### config.mk
export PLATFORM = sky130hd
export DESIGN_NAME = per_source_error_throttle
export DESIGN_NICKNAME = d
export VERILOG_FILES = /design/src/rtl/core/pst_pkg.sv /design/src/rtl/core/pst_regs.sv /design/src/rtl/core/pst_table.sv /design/src/rtl/core/pst_update.sv /design/src/rtl/core/per_source_error_throttle.sv
export SDC_FILE = /design/constraint.sdc
export NUM_CORES = 1
export LEC_CHECK = 0
export ABC_AREA = 0
export BUFFER_PORTS_ARGS = -buffer_cell sky130_fd_sc_hd__buf_2
export CAP_MARGIN = 20
export CORE_MARGIN = 8
export CORE_UTILIZATION = 45
export CTS_CLUSTER_DIAMETER = 50
export DETAILED_ROUTE_END_ITERATION = 8
export GPL_TIMING_DRIVEN = 0
export PLACE_DENSITY = 0.72
export SYNTH_ARGS = -nofsm -noshare
export SYNTH_HDL_FRONTEND = slang
export SYNTH_SLANG_ARGS = --single-unit
### constraint.sdc
create_clock -name clk -period 9.61 [get_ports clk]
set_input_delay 0.4805 -clock clk [delete_from_list [all_inputs] [get_ports clk]]
set_output_delay 0.4805 -clock clk [all_outputs]
set_load 0.05 [all_outputs]
### src/rtl/core/pst_pkg.sv
package pst_pkg;

  localparam logic [1:0] CMD_REPORT  = 2'd0;
  localparam logic [1:0] CMD_SUCCESS = 2'd1;
  localparam logic [1:0] CMD_CLEAR   = 2'd2;

  localparam logic [1:0] REG_ENABLE    = 2'd0;
  localparam logic [1:0] REG_THRESHOLD = 2'd1;
  localparam logic [1:0] REG_WINDOW    = 2'd2;

  localparam logic [15:0] ERR_TALLY_MAX  = 16'hFFFF;
  localparam logic [31:0] DROP_TALLY_MAX = 32'hFFFF_FFFF;

  typedef struct packed {
    logic        enable;
    logic [15:0] threshold;
    logic [15:0] window;
  } cfg_t;

  typedef struct packed {
    logic [15:0] err_tally;
    logic        thr_on;
    logic [31:0] win_begin;
    logic [31:0] drop_tally;
  } entry_t;

  typedef struct packed {
    logic   we;
    logic   set_present;
    logic   clear_all;
    entry_t entry;
  } tbl_wr_t;

  typedef struct packed {
    logic        suppress;
    logic        activated_now;
    logic [31:0] suppressed_total;
  } result_t;

endpackage

### src/rtl/core/pst_regs.sv
module pst_regs (
  input  logic          clk,
  input  logic          rst_n,
  input  logic          psel,
  input  logic          penable,
  input  logic          pwrite,
  input  logic [3:0]    paddr,
  input  logic [31:0]   pwdata,
  output logic [31:0]   prdata,
  output logic          pready,
  output pst_pkg::cfg_t cfg
);
  import pst_pkg::*;

  cfg_t cfg_r;
  logic wr_en;

  assign pready = 1'b1;
  assign wr_en  = psel & penable & pwrite & pready;
  assign cfg    = cfg_r;

  always_ff @(posedge clk) begin
    if (!rst_n) begin
      cfg_r.enable    <= 1'b1;
      cfg_r.threshold <= 16'd10;
      cfg_r.window    <= 16'd60;
    end else if (wr_en) begin
      unique case (paddr[3:2])
        REG_ENABLE:    cfg_r.enable    <= pwdata[0];
        REG_THRESHOLD: cfg_r.threshold <= pwdata[15:0];
        REG_WINDOW:    cfg_r.window    <= pwdata[15:0];
        default:       ;
      endcase
    end
  end

  always_comb begin
    unique case (paddr[3:2])
      REG_ENABLE:    prdata = {31'd0, cfg_r.enable};
      REG_THRESHOLD: prdata = {16'd0, cfg_r.threshold};
      REG_WINDOW:    prdata = {16'd0, cfg_r.window};
      default:       prdata = 32'd0;
    endcase
  end

endmodule

### src/rtl/core/pst_table.sv
module pst_table #(
  parameter int NUM_SOURCES = 16,
  parameter int IDX_W       = 4
) (
  input  logic             clk,
  input  logic             rst_n,
  input  logic             rd_en,
  input  logic [IDX_W-1:0] rd_addr,
  output pst_pkg::entry_t  rd_entry,
  input  logic [IDX_W-1:0] wr_addr,
  input  pst_pkg::tbl_wr_t wr,
  output logic             present
);
  import pst_pkg::*;

  entry_t                 mem [NUM_SOURCES];
  logic [NUM_SOURCES-1:0] present_r;

  // fields are only meaningful where the present bit is set
  always_ff @(posedge clk) begin
    if (wr.we) mem[wr_addr] <= wr.entry;
    if (rd_en) rd_entry <= mem[rd_addr];
  end

  always_ff @(posedge clk) begin
    if (!rst_n) begin
      present_r <= '0;
    end else if (wr.clear_all) begin
      present_r <= '0;
    end else if (wr.set_present) begin
      present_r[wr_addr] <= 1'b1;
    end
  end

  assign present = present_r[wr_addr];

endmodule

### src/rtl/core/pst_update.sv
module pst_update (
  input  logic [1:0]        command,
  input  logic              in_range,
  input  logic              is_error,
  input  logic [31:0]       now_seconds,
  input  logic              present,
  input  pst_pkg::entry_t   entry,
  input  pst_pkg::cfg_t     cfg,
  output pst_pkg::tbl_wr_t  wr,
  output pst_pkg::result_t  res
);
  import pst_pkg::*;

  entry_t      e;
  logic [31:0] elapsed;

  assign elapsed = now_seconds - entry.win_begin;

  always_comb begin
    e                    = entry;
    wr                   = '0;
    res                  = '0;
    if (command == CMD_CLEAR) begin
      wr.clear_all = 1'b1;
    end else if ((command == CMD_REPORT || command == CMD_SUCCESS) && in_range) begin
      if (command == CMD_SUCCESS) begin
        if (present) begin
          e.err_tally = 16'd0;
          e.thr_on    = 1'b0;
          e.win_begin = now_seconds;
          wr.we       = 1'b1;
        end
      end else if (is_error && cfg.enable) begin
        if (!present) begin
          e              = '0;
          e.win_begin    = now_seconds;
          wr.set_present = 1'b1;
        end else if (elapsed >= {16'd0, cfg.window}) begin
          e.err_tally = 16'd0;
          e.thr_on    = 1'b0;
          e.win_begin = now_seconds;
        end
        if (e.err_tally != ERR_TALLY_MAX) e.err_tally = e.err_tally + 16'd1;
        if (!e.thr_on && e.err_tally >= cfg.threshold) begin
          e.thr_on          = 1'b1;
          res.activated_now = 1'b1;
        end else if (e.thr_on) begin
          if (e.drop_tally != DROP_TALLY_MAX) e.drop_tally = e.drop_tally + 32'd1;
          res.suppress = 1'b1;
        end
        wr.we = 1'b1;
      end
      if (present || wr.set_present) res.suppressed_total = e.drop_tally;
    end
    wr.entry = e;
  end

endmodule

### src/rtl/core/per_source_error_throttle.sv
// Per-source error report throttle, fixed time window.
// Input channel (in_*): one beat per command: report, success or table clear,
// with source index, error flag and current time in seconds.
// Output channel (out_*): exactly one result beat per input beat, in order:
// suppress, activated_now and the source's saturating drop count.
// Config: APB registers at 0x0 enable, 0x4 threshold, 0x8 window length;
// pready is tied high, writes land on the access cycle.
// Flow: one item is in flight at a time. The accept edge registers the beat
// and the table read (registered memory output); the update/write-back and
// the result register commit together from the update stage, and in_stall
// holds off the next beat until that commit has happened.
// While out_stall holds, the finished result waits in the output register;
// an item already read from the table waits in the update stage and the
// input stays stalled until the result register can take its beat.
// Reset: configuration returns to enable=1, threshold=10, window=60 and all
// source entries are marked absent at once; no clearing pass is needed.
module per_source_error_throttle #(
  parameter int NUM_SOURCES = 16
) (
  input  logic        clk,
  input  logic        rst_n,
  input  logic        psel,
  input  logic        penable,
  input  logic        pwrite,
  input  logic [3:0]  paddr,
  input  logic [31:0] pwdata,
  output logic [31:0] prdata,
  output logic        pready,
  input  logic        in_valid,
  output logic        in_stall,
  input  logic [1:0]  in_command,
  input  logic [3:0]  in_source,
  input  logic        in_is_error,
  input  logic [31:0] in_now_seconds,
  output logic        out_valid,
  input  logic        out_stall,
  output logic        out_suppress,
  output logic        out_activated_now,
  output logic [31:0] out_suppressed_total
);
  import pst_pkg::*;

  localparam int         IDX_W = (NUM_SOURCES > 1) ? $clog2(NUM_SOURCES) : 1;
  localparam logic [8:0] NSRC  = 9'(NUM_SOURCES);

  localparam logic ST_IDLE = 1'b0;
  localparam logic ST_EXEC = 1'b1;

  cfg_t        cfg;
  logic        st_r, st_nxt;
  logic [1:0]  cmd_r;
  logic [3:0]  src_r;
  logic        err_r;
  logic [31:0] now_r;
  logic        accept, commit, in_range, present;
  entry_t      rd_entry;
  tbl_wr_t     upd_wr, tbl_wr;
  result_t     upd_res, out_res_r;
  logic        out_valid_r;

  pst_regs u_regs (
    .clk, .rst_n, .psel, .penable, .pwrite, .paddr, .pwdata, .prdata, .pready,
    .cfg
  );

  assign in_stall = (st_r == ST_EXEC);
  assign accept   = in_valid & ~in_stall;
  assign commit   = (st_r == ST_EXEC) & (~out_valid_r | ~out_stall);
  assign in_range = {5'd0, src_r} < NSRC;
  assign tbl_wr   = commit ? upd_wr : '0;

  pst_table #(.NUM_SOURCES(NUM_SOURCES), .IDX_W(IDX_W)) u_table (
    .clk, .rst_n,
    .rd_en    (accept),
    .rd_addr  (IDX_W'(in_source)),
    .rd_entry (rd_entry),
    .wr_addr  (IDX_W'(src_r)),
    .wr       (tbl_wr),
    .present  (present)
  );

  pst_update u_update (
    .command     (cmd_r),
    .in_range    (in_range),
    .is_error    (err_r),
    .now_seconds (now_r),
    .present     (present),
    .entry       (rd_entry),
    .cfg         (cfg),
    .wr          (upd_wr),
    .res         (upd_res)
  );

  always_comb begin
    st_nxt = st_r;
    unique case (st_r)
      ST_IDLE: if (accept) st_nxt = ST_EXEC;
      ST_EXEC: if (commit) st_nxt = ST_IDLE;
      default: st_nxt = ST_IDLE;
    endcase
  end

  always_ff @(posedge clk) begin
    if (!rst_n) begin
      st_r        <= ST_IDLE;
      out_valid_r <= 1'b0;
    end else begin
      st_r <= st_nxt;
      if (commit) out_valid_r <= 1'b1;
      else if (!out_stall) out_valid_r <= 1'b0;
    end
  end

  always_ff @(posedge clk) begin
    if (accept) begin
      cmd_r <= in_command;
      src_r <= in_source;
      err_r <= in_is_error;
      now_r <= in_now_seconds;
    end
    if (commit) out_res_r <= upd_res;
  end

  assign out_valid            = out_valid_r;
  assign out_suppress         = out_res_r.suppress;
  assign out_activated_now    = out_res_r.activated_now;
  assign out_suppressed_total = out_res_r.suppressed_total;

  a_accept_exec: assert property (@(posedge clk) disable iff (!rst_n)
    accept |=> (st_r == ST_EXEC))
    else $error("accepted beat did not enter update stage");

  a_rose_from_exec: assert property (@(posedge clk) disable iff (!rst_n)
    $rose(out_valid_r) |-> ($past(st_r) == ST_EXEC))
    else $error("result appeared without an item in update stage");

  a_sup_act_excl: assert property (@(posedge clk) disable iff (!rst_n)
    out_valid |-> !(out_suppress && out_activated_now))
    else $error("result both suppressed and activating");

  a_commit_frees: assert property (@(posedge clk) disable iff (!rst_n)
    commit |=> (out_valid_r && st_r == ST_IDLE))
    else $error("committed item did not reach output register");

endmodule
### Word-level counts from Yosys, hierarchy flattened

Memory sizes are Yosys's and may differ from the RTL's. A register that Yosys moved wholly into a read port is not among the register bits.
Index checks and enable logic that the tools add are counted.

| word-level totals | value |
|---|---|
| register bits | 124 |
| bits of input ports | 82 |
| memories kept | 1 |
| memory bits (writable) | 1,296 |
| logic and storage cells | 107 |

Memories:

| memory | words | width | read ports | clocked after memory_dff | wr ports | RTL line | text |
|---|---|---|---|---|---|---|---|
| u_table.mem | 16 | 81 | 1 | 1 | 1 | pst_table.sv:16 | `entry_t mem [NUM_SOURCES];` |

| cells by class | value |
|---|---|
| reduce and logical (&&, ||, !) cells | 15 |
| multiplexer cells | 51 |
| magnitude comparators | 4 |
| $add $sub $neg | 3 |
| bitwise operators | 13 |
| equality and inequality tests | 7 |

Operators with widths:

| operator | count |
|---|---|
| $mux W49 | 8 |
| $mux W32 | 9 |
| $mux W81 | 3 |
| $mux W84 | 1 |
| $mux W16 | 5 |
| $pmux W16 S3 | 1 |
| $add A32 B1 Y32 const B | 1 |
| $ge A32 B16 Y1 | 1 |
| $ne A32 B32 Y1 const B | 1 |
| $sub A32 B32 Y32 | 1 |
| $mux W1 | 18 |
| $add A16 B1 Y16 const B | 1 |
| $ge A16 B16 Y1 | 1 |
| $ne A16 B16 Y1 const B | 1 |
| $or A16 B16 Y16 | 1 |
| $not A1 Y1 | 7 |
| $mux W2 | 3 |
| $reduce_and A2 Y1 | 3 |
| $lt A4 B5 Y1 const B | 1 |
| $reduce_or A5 Y1 | 1 |
| $and A1 B1 Y1 | 4 |
| $bmux W1 S4 | 1 |
| $demux W1 S4 | 1 |
| $eq A2 B1 Y1 const B | 2 |
| 12 further kinds | 17 |

### Longest topological paths before layout

| depth | value |
|---|---|
| depth after elaboration | 24 |
| gate-level depth with buffers | 38 |
| mapped depth without buffers | 37 |

### Modules after synthesis

Synthesis repeated with hierarchy kept, for this count alone.

| unflattened totals | value |
|---|---|
| cell total of the unflattened synthesis | 3,496 |
| area, all modules | 62,324.8 µm² |

By module, submodules not included:

| module | instances | area an instance (µm²) | cells an instance |
|---|---|---|---|
| pst_table | 1 | 51,538.2 | 2,149 |
| pst_update | 1 | 6,284.8 | 994 |
| per_source_error_throttle | 1 | 2,884.0 | 175 |
| pst_regs | 1 | 1,617.8 | 178 |

### Least setup slack after synthesis

Ideal clock, no wire load.

| path | value |
|---|---|
| kind | flip-flop to flip-flop |
| start | reg src_r[0] |
| end | mem u_table.mem[3][0] in the netlist's numbering, enable pin |
| setup slack | 1,489 ps |
| path buffers | 2 |
| arrival time | 7,502 ps |
| stages on the path, launching flop included | 9 |
| clock period less this slack | 8,121 ps |
| cells stage by stage | edfxtp_1 > buf_6 > mux4_2 > mux4_2 > clkbuf_1 > nand2_1 > a21oi_1 > nand3_1 > nor3_1 |

| between the ends | value |
|---|---|
| cells in the longest elaborated chain, start to end | 9 |

Ends and longest elaborated chain:

| element | RTL line | text |
|---|---|---|
| start: declaration | per_source_error_throttle.sv:52 | `logic [3:0] src_r;` |
| start signal: assignment | per_source_error_throttle.sv:117 | `src_r <= in_source;` |
| $bmux W1 S4 | pst_table.sv:35 | `assign present = present_r[wr_addr];` |
| $mux W1 (implied by the code) | pst_table.sv:35 |  |
| $mux W1 | pst_update.sv:27 | `if (present) begin` |
| $mux W1 | pst_update.sv:26 | `if (command == CMD_SUCCESS) begin` |
| $mux W2 | pst_update.sv:25 | `end else if ((command == CMD_REPORT \|\| command == CMD_SUCCESS) && in_range) begin` |
| $mux W2 | pst_update.sv:23 | `if (command == CMD_CLEAR) begin` |
| $mux W84 | per_source_error_throttle.sv:70 | `assign tbl_wr = commit ? upd_wr : '0;` |
| $mux W1 | pst_table.sv:21 | `if (wr.we) mem[wr_addr] <= wr.entry;` |
| $mux W1 (implied by the code) | pst_table.sv:21 |  |
| end: declaration | pst_table.sv:16 |  |

Several ways; a longest one is shown, not always the timed one. The select of a mux whose other input is x is not followed.

==> flow_summary_export.csv <==
group,metric,value,unit
floorplanning,fp.dieW,388,µm
worst_setup_path,crit_path_end_kind,"flip-flop",
cts,cts_sinks,1501,
worst_setup_path,required,10.14,ns
global_routing,grt_max_degree,32,
finish,layout_commonest_cell,"edfxtp_1",
sta,rsz0062_at_grt,"false",
cts,htreeDepth,4,
sta,setup_tns,0,ns
drt,drc,0,
global_routing,antenna_found_initial,3,
global_routing,track_usage,22.4,%
worst_setup_path,max_stage_delay,0.60,ns
yosys,synth_cell_type_count,78,
worst_setup_path,r2r_slack,0.34,ns
power_and_ir_drop,power_density,199,nW/µm²
worst_setup_path,r2r_start,"now_r[9]",
drt,drt-wirelength-per-cell,29.7,µm
worst_setup_path,crit_type,"reg -> reg",
yosys,ys_warn_count,0,
cts,clkTransAtPathRegs,0.06,ns
worst_setup_path,cp-start-kind,"flip-flop",
sta,finClkSkew,0.0320,ns
floorplanning,initial_core_util,45.3,%
yosys,netlist_area,62200,µm²
sta,report.final.slew_viol_count,0,
yosys,synthCells,3330,
placed_design,dp_hpwl,113000,µm
floorplanning,placementRows,136,
floorplanning,die_h,388,µm
worst_setup_path,crit_arrival,9.80,ns
sta,setup_viol,0,
finish,syn2layout_area_growth,18.9,%
cts,root_buffer,"clkbuf_16",
sta,hold_viol,0,
yosys,ys_seq_area_share,71.7,%
drt,vias,36500,
finish,drive_gt1_share,27.0,%
cts,cts_tree,"done",
sta,fmax,108,MHz
yosys,synthArstFlopShare,0,%
sta,worst_pin_slew,1.17,ns
finish,final_cell_count_no_fill,5805,
placed_design,dpl.cell_count,5398,
sta,maxSlewHeadroom,22.1,%
drt,ant_nets,0,
yosys,synth_top_flop_cell,"edfxtp_1",
yosys,synth.avg_cell_area,18.7,µm²
power_and_ir_drop,p_leak,24.6,nW
finish,layout.cells.most_common_list,"edfxtp_1, mux4_2, nand2_1",
worst_setup_path,timing.critical_path.slowest_stage_cell,"a211oi_1",
worst_setup_path,r2r_cells,36,
drt,wl,173000,µm
finish,nets,4027,
run_status,status,"complete, no violations",
run,drv_cap,0,
min_path,hold_path_end,"u_regs.cfg[16]",
global_routing,grt_overflow_total,0,
placed_design,port_buffers,114,
min_path,holdPathStages,4,
finish,fin_util,53.9,%
global_routing,grt_pass1_wl,248000,µm
worst_setup_path,path_max_fanout,10,
sta,fin_crit,9.27,ns
power_and_ir_drop,ir_drop,0.157,mV
min_path,hold_start,"paddr[3]",
worst_setup_path,r2r_end,"u_table.mem[13][64]",
cts,clock_path_buffers,3,
placed_design,place.gp.congestion,0.934,
cts,worstSkewPairLatency,0.80,ns
yosys,synth-edff-count,1450,
global_routing,grt_pass1_vias,35700,
drt,firstDrtPassIters,6,
floorplanning,dieArea,150000,µm²
drt,viasPerCell,6.29,
sta,post-route-period-util,96.5,%
floorplanning,core-area,137000,µm²
cts,cts_buffers,160,
yosys,synth-seq-cells,1501,
min_path,hold_path.class,"in -> reg",
floorplanning,io_pins,151,
sta,hold_slack,0.0728,ns
drt,drtIter0Drc,5530,
==> final cells by class <==
cell class,count,area [µm²]
fillers,10200,63400
inverters,87,327
multi-input cells,1554,16800
repair buffers,369,3810
well taps,1794,2240
diodes,2,5.00
clock buffers,193,4210
clock inverters,102,1140
plain buffers,203,882
flip-flops and latches,1501,44600
==> metal layers <==
layer / global-route usage, % / up-vias / part of all wire (%)
met5: 0 / - / 0.016
met4: 8.58 / 4 / 4.1
met3: 5.07 / 411 / 11
met2: 35.5 / 2552 / 47
met1: 30.3 / 18700 / 38
li1: - / 14800 / -
==> cells by family (layout without fill, tap and decap cells) <==
group / after synthesis / count (layout) / synth area share (%)
adder cells (fa/ha/maj): 69 / 69 / 1.40
flip-flops: 1501 / 1501 / 71.7
buffers and inverters: 290 / 954 / 1.94
other: 2 / 19 / 0.0121
AO/OA/AOI/OAI: 396 / 396 / 4.40
XOR/XNOR: 31 / 31 / 0.437
AND/OR/NAND/NOR: 616 / 616 / 5.06
multiplexers: 425 / 425 / 15.1
==> power by group <==
part | leakage, nW | internal, mW | switching, mW
Sequential | 13.8 | 7.28 | 0.0568
Clock | 2.60 | 3.63 | 2.61
Combinational | 8.17 | 0.426 | 0.743
==> critical path, delay by kind of cell (launching register included) <==
kind / cells / cell delay, ns
AND/OR/NAND/NOR: 13 / 2.52
flip-flops: 1 / 0.47
AO/OA/AOI/OAI: 12 / 2.69
buffers and inverters: 5 / 1.14
XOR/XNOR: 1 / 0.48
adder cells (fa/ha/maj): 4 / 1.28
multiplexers: 1 / 0.43
==> repair_timing <==
item	in CTS	in global routing
setup buffers	3	2
endpoints found under the setup margin	17	17
resized for setup	7	4
hold endpoints to repair	74	0
hold buffers	57	0
pin swaps	2	1
==> cells in the mapped netlist, types with 15 or more instances <==
cell type	n	share of area (%)
a21oi_1	98	0.79
edfxtp_1	1450	70
nand4_1	49	0.49
nand2_1	198	1.2
and2_1	16	0.16
mux4_2	410	15
a21boi_0	28	0.34
nand3_1	52	0.42
nor3_1	39	0.31
a21o_1	33	0.40
a22o_1	15	0.21
clkbuf_1	137	0.83
dfxtp_1	51	1.6
buf_4	18	0.22
o21ai_0	44	0.35
buf_1	33	0.20
o31ai_1	32	0.39
nor2_1	120	0.72
nand4b_1	35	0.49
o211ai_1	23	0.28
xnor2_1	20	0.28
ha_1	68	1.4
nor2b_1	15	0.15
and3_1	17	0.17
a31oi_1	27	0.27
inv_1	87	0.53
==> sequential cells by signal (all words and copies together), names as in the netlist, 2 cells and up <==
name	cells
u_table.mem	1296
u_table.rd_entry	81
u_regs.cfg	33
now_r	32
out_suppressed_total	32
u_table.present_r	16
src_r	4
cmd_r	2
==> how the worst max path moves through the flow <==
stage          slack (ns)  cells past startpoint                   to            startpoint
2_1_floorplan        1.49                      8    u_table.mem[3][0]              src_r[0]
4_1_cts              0.19                     37  u_table.mem[13][64]  u_table.rd_entry[32]
3_5_place_dp        -1.50                     36  u_table.mem[15][64]  u_table.rd_entry[32]
5_1_grt              0.09                     39   u_table.mem[2][64]              now_r[0]
3_3_place_gp        -7.61                      8   u_table.mem[3][46]              src_r[1]
6_report             0.34                     36  u_table.mem[13][64]              now_r[9]
==> through the flow <==
stage / power [mW] / setup WS (ns) / area, µm²
floorplan: 8.16 / 1.49 / 62200
CTS: 14.8 / 0.186 / 73400
global route: 15.1 / 0.0879 / 74000
detailed placement: 8.57 / -1.50 / 67400
global placement: 8.52 / -7.61 / 65100
finish: 14.7 / 0.338 / 74000
Power figures use the tool's default switching activity.
